==> config.mk <==
export PLATFORM = sky130hd
export DESIGN_NAME = integer_set_store
export DESIGN_NICKNAME = d
export VERILOG_FILES = /design/src/rtl/isst_pkg.sv /design/src/rtl/integer_set_store.sv
export SDC_FILE = /design/constraint.sdc
export NUM_CORES = 2
export LEC_CHECK = 0
export BUFFER_PORTS_ARGS = -buffer_cell sky130_fd_sc_hd__buf_2
export CAP_MARGIN = 10
export CORE_AREA = 2 2 571 573
export CTS_CLUSTER_DIAMETER = 100
export DETAILED_ROUTE_END_ITERATION = 16
export DIE_AREA = 0 0 573 575
export PLACE_DENSITY = 0.63
export SETUP_SLACK_MARGIN = 0.2
export SYNTH_ARGS = -nofsm -noshare
export SYNTH_HDL_FRONTEND = slang
export SYNTH_SLANG_ARGS = --single-unit
==> constraint.sdc <==
create_clock -name clk -period 5.5 [get_ports clk]
set_input_delay 0.275 -clock clk [delete_from_list [all_inputs] [get_ports clk]]
set_output_delay 0.275 -clock clk [all_outputs]
set_load 0.02 [all_outputs]
==> src/rtl/isst_pkg.sv <==
`timescale 1ns / 1ps
`default_nettype none

package isst_pkg;

    typedef enum logic [1:0] {
        KIND_ADD    = 2'd0,
        KIND_REMOVE = 2'd1,
        KIND_QUERY  = 2'd2,
        KIND_CLEAR  = 2'd3
    } isst_kind_t;

    typedef enum logic [1:0] {
        ST_IDLE,
        ST_SCAN,
        ST_SHIFT,
        ST_DONE
    } isst_state_t;

    localparam int unsigned VALUE_W = 32;
    localparam int unsigned COUNT_W = 8;
    localparam int unsigned RES_W   = 16;

endpackage

`default_nettype wire

==> src/rtl/integer_set_store.sv <==
`timescale 1ns / 1ps
`default_nettype none

// Set of distinct signed 32-bit integers kept in a compact on-chip array.
// Each request on the s_ side adds, removes, looks up a value or clears
// the set. Each request gives exactly one result on the m_ side. An add of
// an absent value is refused with full_reject when CAPACITY entries are
// already held. The stored entries are scanned one per cycle through a
// single read port. Add and query scan the entries for the value. A remove
// scans up to the match, then shifts each later entry down by one place.
// Clear empties the set without a scan. A finished result waits in the
// output register while the next request is taken.

module integer_set_store
    import isst_pkg::*;
#(
    parameter int unsigned CAPACITY = 128
) (
    input  wire                clk,
    input  wire                rst_n,
    input  wire                s_tvalid,
    output logic               s_tready,
    input  wire  [31:0]        s_tdata,   // value
    input  wire  [1:0]         s_tuser,   // kind
    output logic               m_tvalid,
    input  wire                m_tready,
    output logic [RES_W-1:0]   m_tdata    // success, full_reject, count[7:0], is_empty, zero pad
);

    localparam int unsigned CW = $clog2(CAPACITY + 1);
    localparam int unsigned AW = $clog2(CAPACITY);

    logic [VALUE_W-1:0] entries_mem [CAPACITY];
    logic [VALUE_W-1:0] rd_data_reg;

    isst_state_t        state_reg, state_next;
    logic [CW-1:0]      count_reg, count_next;
    logic               cmp_vld_reg, cmp_vld_next;
    logic [CW-1:0]      cmp_idx_reg, cmp_idx_next;
    logic [CW-1:0]      addr_reg, addr_next;
    isst_kind_t         kind_reg, kind_next;
    logic [VALUE_W-1:0] value_reg, value_next;
    logic               res_success_reg, res_success_next;
    logic               res_reject_reg, res_reject_next;
    logic               m_tvalid_reg, m_tvalid_next;
    logic [RES_W-1:0]   m_tdata_reg, m_tdata_next;

    logic               rd_en;
    logic [AW-1:0]      raddr;
    logic               mem_we;
    logic [AW-1:0]      waddr;
    logic [VALUE_W-1:0] wdata;
    logic               more;
    logic               hit;
    logic [31:0]        cnt_wide;

    assign s_tready = (state_reg == ST_IDLE);
    assign m_tvalid = m_tvalid_reg;
    assign m_tdata  = m_tdata_reg;

    assign more     = (addr_reg < count_reg);
    assign hit      = cmp_vld_reg && (rd_data_reg == value_reg);
    assign raddr    = addr_reg[AW-1:0];
    assign cnt_wide = 32'(count_reg);

    always_ff @(posedge clk)
    begin
        if (mem_we)
        begin
            entries_mem[waddr] <= wdata;
        end
        if (rd_en)
        begin
            rd_data_reg <= entries_mem[raddr];
        end
    end

    always_ff @(posedge clk or negedge rst_n)
    begin
        if (!rst_n)
        begin
            state_reg    <= ST_IDLE;
            count_reg    <= '0;
            cmp_vld_reg  <= 1'b0;
            m_tvalid_reg <= 1'b0;
        end
        else
        begin
            state_reg    <= state_next;
            count_reg    <= count_next;
            cmp_vld_reg  <= cmp_vld_next;
            m_tvalid_reg <= m_tvalid_next;
        end
    end

    always_ff @(posedge clk)
    begin
        cmp_idx_reg     <= cmp_idx_next;
        addr_reg        <= addr_next;
        kind_reg        <= kind_next;
        value_reg       <= value_next;
        res_success_reg <= res_success_next;
        res_reject_reg  <= res_reject_next;
        m_tdata_reg     <= m_tdata_next;
    end

    always_comb
    begin
        state_next       = state_reg;
        count_next       = count_reg;
        cmp_vld_next     = 1'b0;
        cmp_idx_next     = cmp_idx_reg;
        addr_next        = addr_reg;
        kind_next        = kind_reg;
        value_next       = value_reg;
        res_success_next = res_success_reg;
        res_reject_next  = res_reject_reg;
        m_tvalid_next    = m_tvalid_reg && !m_tready;
        m_tdata_next     = m_tdata_reg;
        rd_en            = 1'b0;
        mem_we           = 1'b0;
        waddr            = count_reg[AW-1:0];
        wdata            = value_reg;

        case (state_reg)
            ST_IDLE:
            begin
                if (s_tvalid)
                begin
                    kind_next        = isst_kind_t'(s_tuser);
                    value_next       = s_tdata;
                    addr_next        = '0;
                    res_success_next = 1'b0;
                    res_reject_next  = 1'b0;
                    if (isst_kind_t'(s_tuser) == KIND_CLEAR)
                    begin
                        count_next       = '0;
                        res_success_next = 1'b1;
                        state_next       = ST_DONE;
                    end
                    else
                    begin
                        state_next = ST_SCAN;
                    end
                end
            end

            ST_SCAN:
            begin
                if (more)
                begin
                    rd_en        = 1'b1;
                    addr_next    = addr_reg + CW'(1);
                    cmp_vld_next = 1'b1;
                    cmp_idx_next = addr_reg;
                end
                if (hit)
                begin
                    cmp_vld_next = 1'b0;
                    case (kind_reg)
                        KIND_REMOVE:
                        begin
                            addr_next  = cmp_idx_reg + CW'(1);
                            state_next = ST_SHIFT;
                        end
                        KIND_QUERY:
                        begin
                            res_success_next = 1'b1;
                            state_next       = ST_DONE;
                        end
                        default:
                        begin
                            state_next = ST_DONE;
                        end
                    endcase
                end
                else if (!cmp_vld_reg && !more)
                begin
                    // value absent
                    if (kind_reg == KIND_ADD)
                    begin
                        if (count_reg >= CW'(CAPACITY))
                        begin
                            res_reject_next = 1'b1;
                        end
                        else
                        begin
                            mem_we           = 1'b1;
                            count_next       = count_reg + CW'(1);
                            res_success_next = 1'b1;
                        end
                    end
                    state_next = ST_DONE;
                end
            end

            ST_SHIFT:
            begin
                if (cmp_vld_reg)
                begin
                    mem_we = 1'b1;
                    waddr  = AW'(cmp_idx_reg - CW'(1));
                    wdata  = rd_data_reg;
                end
                if (more)
                begin
                    rd_en        = 1'b1;
                    addr_next    = addr_reg + CW'(1);
                    cmp_vld_next = 1'b1;
                    cmp_idx_next = addr_reg;
                end
                else if (!cmp_vld_reg)
                begin
                    count_next       = count_reg - CW'(1);
                    res_success_next = 1'b1;
                    state_next       = ST_DONE;
                end
            end

            ST_DONE:
            begin
                if (!m_tvalid_reg || m_tready)
                begin
                    m_tvalid_next = 1'b1;
                    m_tdata_next  = {5'd0, (count_reg == '0), cnt_wide[COUNT_W-1:0],
                                     res_reject_reg, res_success_reg};
                    state_next    = ST_IDLE;
                end
            end

            default:
            begin
                state_next = ST_IDLE;
            end
        endcase
    end

    a_count_bound: assert property (@(posedge clk) disable iff (!rst_n)
        count_reg <= CW'(CAPACITY))
        else $error("entry count above capacity");

    a_write_state: assert property (@(posedge clk) disable iff (!rst_n)
        mem_we |-> (state_reg == ST_SCAN || state_reg == ST_SHIFT))
        else $error("array written outside scan or shift");

    a_cmp_in_range: assert property (@(posedge clk) disable iff (!rst_n)
        (cmp_vld_reg && state_reg == ST_SCAN) |-> (cmp_idx_reg < count_reg))
        else $error("compare index beyond stored entries");

    a_reject_excl: assert property (@(posedge clk) disable iff (!rst_n)
        (state_reg == ST_DONE) |-> !(res_reject_reg && res_success_reg))
        else $error("reject and success both set");

    a_accept_leaves_idle: assert property (@(posedge clk) disable iff (!rst_n)
        (s_tvalid && s_tready) |=> (state_reg != ST_IDLE))
        else $error("request accepted without starting work");

endmodule

`default_nettype wire
==> impl_results.html <==
<table>
<tr><th>Metric</th><th>Value</th></tr>
<tr><th colspan="2">Timing</th></tr>
<tr><td>Measured slew at the worst slew-check pin</td><td>1360 ps</td></tr>
<tr><td>Unrepaired setup endpoints after global routing</td><td>false</td></tr>
<tr><td>Final worst clock skew</td><td>74.8 ps</td></tr>
<tr><td>Max-slew headroom</td><td>9.59%</td></tr>
<tr><td>F_max</td><td>0.207 GHz</td></tr>
<tr><td>Share of the clock period used by the worst path</td><td>87.9%</td></tr>
<tr><td>Fin Setup TNS</td><td>0 ps</td></tr>
<tr><td>Final setup violation count</td><td>0</td></tr>
<tr><td>Hold Fails Final Rpt</td><td>0</td></tr>
<tr><td>Final number of max-transition violations</td><td>0</td></tr>
<tr><td>Minimum period implied by the final worst setup slack</td><td>4830 ps</td></tr>
<tr><th colspan="2">Setup path</th></tr>
<tr><td>Slowest cell on crit path</td><td>a221oi_1</td></tr>
<tr><td>Cell-by-cell listing of the critical path</td><td>buf_4, buf_12, buf_4, mux4_2, mux2i_1, o22ai_1, or4_1, a221oi_1, o21ai_1</td></tr>
<tr><td>Req. time, crit path</td><td>6170 ps</td></tr>
<tr><td>Arrival time of data at the critical path endpoint</td><td>5500 ps</td></tr>
<tr><td>Critical Path Start Type</td><td>flop</td></tr>
<tr><td>Delay contributed by the slowest stage of the critical path</td><td>1020 ps</td></tr>
<tr><td>Number of cells on the worst reg-to-reg path</td><td>9</td></tr>
<tr><td>Register-to-Register Setup Slack</td><td>670 ps</td></tr>
<tr><td>Startpoint of the worst register-to-register path</td><td>addr_reg[0]</td></tr>
<tr><td>Largest delay contributor family on the critical path</td><td>compound AO/OA/AOI/OAI gates</td></tr>
<tr><td>Setup Crit Path Kind</td><td>reg2reg</td></tr>
<tr><td>CP Max Fanout</td><td>29</td></tr>
<tr><td>Buffering stage count on the worst path with inverters included</td><td>3</td></tr>
<tr><td>CP endpoint kind</td><td>flop</td></tr>
<tr><td>Reg2Reg Capture Point</td><td>rd_data_reg[2]</td></tr>
<tr><td>Critical Path Most Common Cell</td><td>buf_4</td></tr>
<tr><th colspan="2">Detailed routing</th></tr>
<tr><td>Number of vias per cell after detailed routing</td><td>6.37</td></tr>
<tr><td>Number of DRC markers after the initial detailed-route iteration</td><td>10.7k</td></tr>
<tr><td>Aggregate routed wire length</td><td>421000 um</td></tr>
<tr><td>Total number of vias</td><td>75.9k</td></tr>
<tr><td>DRC violations left</td><td>0</td></tr>
<tr><td>Routed WL per cell</td><td>35.4 um</td></tr>
<tr><td>Number of optimization iterations in the first detailed-route pass</td><td>6</td></tr>
<tr><td>Remaining antenna violation count</td><td>0</td></tr>
<tr><th colspan="2">Synth</th></tr>
<tr><td>Count of cell types in the netlist</td><td>51</td></tr>
<tr><td>Number of enable flip-flop cells after synthesis</td><td>4191</td></tr>
<tr><td>Leading post-synthesis cells by cell area</td><td>edfxtp_1 78%, mux4_2 16%, mux2i_1 1.8%, o22ai_1 0.53%, clkbuf_1 0.39%</td></tr>
<tr><td>Post-synth top flop</td><td>edfxtp_1</td></tr>
<tr><td>Biggest area consumer among synthesized cells</td><td>edfxtp_1</td></tr>
<tr><td>Gate count after technology mapping</td><td>6697</td></tr>
<tr><td>Top-area cell type share of the netlist area</td><td>78.2%</td></tr>
<tr><td>Syn_area_per_cell</td><td>24.0 um^2</td></tr>
<tr><td>Fraction of registers with async set/reset</td><td>0.286%</td></tr>
<tr><td>Share of synthesized area occupied by flip-flops and latches</td><td>78.3%</td></tr>
<tr><td>Total standard cell area after synthesis</td><td>161000 um^2</td></tr>
<tr><td>Post-synthesis register bit count</td><td>4203</td></tr>
<tr><td>Synthesis Warnings</td><td>0</td></tr>
<tr><th colspan="2">Pwr</th></tr>
<tr><td>Worst IR drop on VDD</td><td>0.258 mV</td></tr>
<tr><td>Leakage power of the design</td><td>0.0563 uW</td></tr>
<tr><td>Part of the power in registers</td><td>55.1%</td></tr>
<tr><td>Clock power share</td><td>44.8%</td></tr>
<tr><td>Net Sw Power</td><td>12100 uW</td></tr>
<tr><td>Net switching share of the total power</td><td>19.2%</td></tr>
<tr><td>Total power after layout</td><td>62900 uW</td></tr>
<tr><td>Ratio of total power to cell area</td><td>343 nW/um^2</td></tr>
<tr><td>Cell internal pwr</td><td>50800 uW</td></tr>
<tr><td>Logic gate share of total power</td><td>0.1%</td></tr>
<tr><th colspan="2">GRT</th></tr>
<tr><td>Met1 Usage GRT</td><td>37.2%</td></tr>
<tr><td>Via count of the first global-routing pass</td><td>75.8k</td></tr>
<tr><td>Met3 usage</td><td>4.28%</td></tr>
<tr><td>Met2 routing resource usage after global routing</td><td>39.5%</td></tr>
<tr><td>Grt ovf</td><td>0</td></tr>
<tr><td>Maximum number of pins on one net before global-route repair</td><td>113</td></tr>
<tr><td>Most congested layer reported by global routing</td><td>met2</td></tr>
<tr><td>Antenna violations before repair</td><td>39</td></tr>
<tr><td>Global-route wire length before repair</td><td>592000 um</td></tr>
<tr><td>Overall Global Routing Usage</td><td>25.5%</td></tr>
<tr><th colspan="2">Floorplanning</th></tr>
<tr><td>Die footprint</td><td>329000 um^2</td></tr>
<tr><td>Die height</td><td>575 um</td></tr>
<tr><td>Number of I/O pins</td><td>56</td></tr>
<tr><td>Effective utilization at floorplan</td><td>49.8%</td></tr>
<tr><td>Overall die width</td><td>573 um</td></tr>
<tr><td>Rows</td><td>209</td></tr>
<tr><td>Core box area</td><td>323000 um^2</td></tr>
<tr><th colspan="2">Hold path</th></tr>
<tr><td>Hold Path Class</td><td>in2reg</td></tr>
<tr><td>Worst hold path depth</td><td>2</td></tr>
<tr><td>Critical hold path startpoint</td><td>s_tdata[24]</td></tr>
<tr><td>Hold Path End</td><td>value_reg[24]</td></tr>
<tr><th colspan="2">Layout</th></tr>
<tr><td>Final cell count without fillers</td><td>11.9k</td></tr>
<tr><td>Count of nets after finishing</td><td>7266</td></tr>
<tr><td>Flip-flop count of the largest register after layout</td><td>4096</td></tr>
<tr><td>Layout cells sized above 1</td><td>30.4%</td></tr>
<tr><td>Fillers</td><td>23.3k</td></tr>
<tr><td>Syn-to-layout area delta</td><td>13.9%</td></tr>
<tr><th colspan="2">Placed design</th></tr>
<tr><td>Inst Count DP</td><td>11.0k</td></tr>
<tr><td>Placer Congestion</td><td>0.909</td></tr>
<tr><td>PortBufs</td><td>50</td></tr>
<tr><td>DP HPWL</td><td>237000 um</td></tr>
<tr><th colspan="2">CTS</th></tr>
<tr><td>Post CTS Setup Buffer Count</td><td>0</td></tr>
<tr><td>Total clock sinks</td><td>4203</td></tr>
<tr><td>CTS HTree Levels</td><td>5</td></tr>
<tr><td>Total of hold buffers inserted after clock tree synthesis</td><td>66</td></tr>
<tr><td>Clock Root Buffer</td><td>clkbuf_16</td></tr>
<tr><td>Bufs on Longest Clock Path</td><td>4</td></tr>
<tr><td>Clock transition time at the flip-flop clock pins of the worst setup and hold paths</td><td>60 ps</td></tr>
<tr><td>Clk_lat worst skew</td><td>990 ps</td></tr>
<tr><td>CTS tree</td><td>yes</td></tr>
<tr><td>Post-cts resize count</td><td>0</td></tr>
<tr><td>CTS Buf Count</td><td>418</td></tr>
<tr><th colspan="2">Flow run</th></tr>
<tr><td>Max-capacitance violation count</td><td>0</td></tr>
<tr><th colspan="2">Status</th></tr>
<tr><td>Status</td><td>complete, no violations</td></tr>
</table>
[cell families after synthesis]
group,synth area share [%]
DFF,78.3
muxes,18.1
buffers and inverters,1.09
and+or+nand+nor,0.949
AOI/OAI and AO/OA,1.00
xor gates and xnor gates,0.310
adders and majority gates,0.168
other,0.00233
[cell usage after synthesis, drive strengths merged (32+ instances only)]
cell type / n
edfxtp: 4191
mux4: 1152
mux2i: 289
buf: 183
clkbuf: 167
nor2: 158
o22ai: 136
nand2: 56
o21ai: 45
xnor2: 43
or4: 37
a221oi: 32
mux2: 32
[power groups by stage]
stage / Sequential, uW / Combinational (uW) / Clock (uW)
2_1_floorplan: 35400 / 6.03 / 0
3_3_place_gp: 35400 / 21.7 / 0
3_5_place_dp: 35400 / 21.9 / 0
4_1_cts: 34700 / 59.1 / 28500
5_1_grt: 34700 / 64.2 / 29800
6_report: 34700 / 60.9 / 28200
[layout by cell type (no fill, tap or decap), drive strengths merged, types with 16 or more instances in the layout]
| master | count |
|---|---|
| o21ai | 45 |
| edfxtp | 4191 |
| o22ai | 136 |
| clkinv | 192 |
| xnor2 | 43 |
| diode | 30 |
| clkinvlp | 16 |
| mux4 | 1152 |
| ha | 20 |
| buf | 370 |
| inv | 32 |
| nor2 | 158 |
| or4 | 37 |
| bufinv | 41 |
| a221oi | 32 |
| dlygate4sd3 | 66 |
| mux2i | 289 |
| mux2 | 32 |
| nand2 | 56 |
| clkbuf | 500 |
[per-stage QoR]
stage	util (%)	hold slack [ps]	area, um^2	worst slack (ps)
4_1_cts	56.7	1.02	183000	675
3_5_place_dp	52.3	244	169000	694
5_1_grt	56.7	42.0	183000	559
6_report	56.7	59.0	183000	667
2_1_floorplan	-	-20.6	161000	1360
3_3_place_gp	52.3	241	169000	707
[how the worst max path moves through the flow]
stage | from | endpoint | slack [ps] | depth (start not counted)
floorplan | state_reg[0] | entries_mem[106][0] | 1360 | 10
global route | addr_reg[0] | rd_data_reg[2] | 560 | 9
detailed placement | addr_reg[0] | rd_data_reg[2] | 690 | 9
CTS | addr_reg[0] | rd_data_reg[2] | 680 | 9
global placement | addr_reg[0] | rd_data_reg[2] | 710 | 9
finish | addr_reg[0] | rd_data_reg[2] | 670 | 9
[area by class of cell]
| cell class | count | area (um^2) | share of cell area (%) |
|---|---|---|---|
| flip-flops and latches | 4203 | 126000 | 68.8 |
| clock inverters | 262 | 2540 | 1.39 |
| clock buffers | 500 | 10900 | 5.95 |
| multi-input cells | 2129 | 34300 | 18.7 |
| diodes | 30 | 75.1 | 0.0409 |
| inverters | 19 | 71.3 | 0.0389 |
| well taps | 4325 | 5410 | 2.95 |
| repair buffers | 436 | 3960 | 2.16 |
[worst register-to-register path: cells and delay by family, from the launching register on]
| family | cells | cell delay [ps] |
|---|---|---|
| compound gates | 3 | 1570 |
| buf+inv | 3 | 1140 |
| mux | 2 | 790 |
| simple gates | 1 | 630 |
| flops | 1 | 400 |
[metal layers]
layer	up-vias	wire, um
met3	600	39900
li1	30000	-
met4	4	16700
met1	41300	165000
met2	3985	199000
met5	-	23
Note: power is estimated with default switching activity, not from simulation.
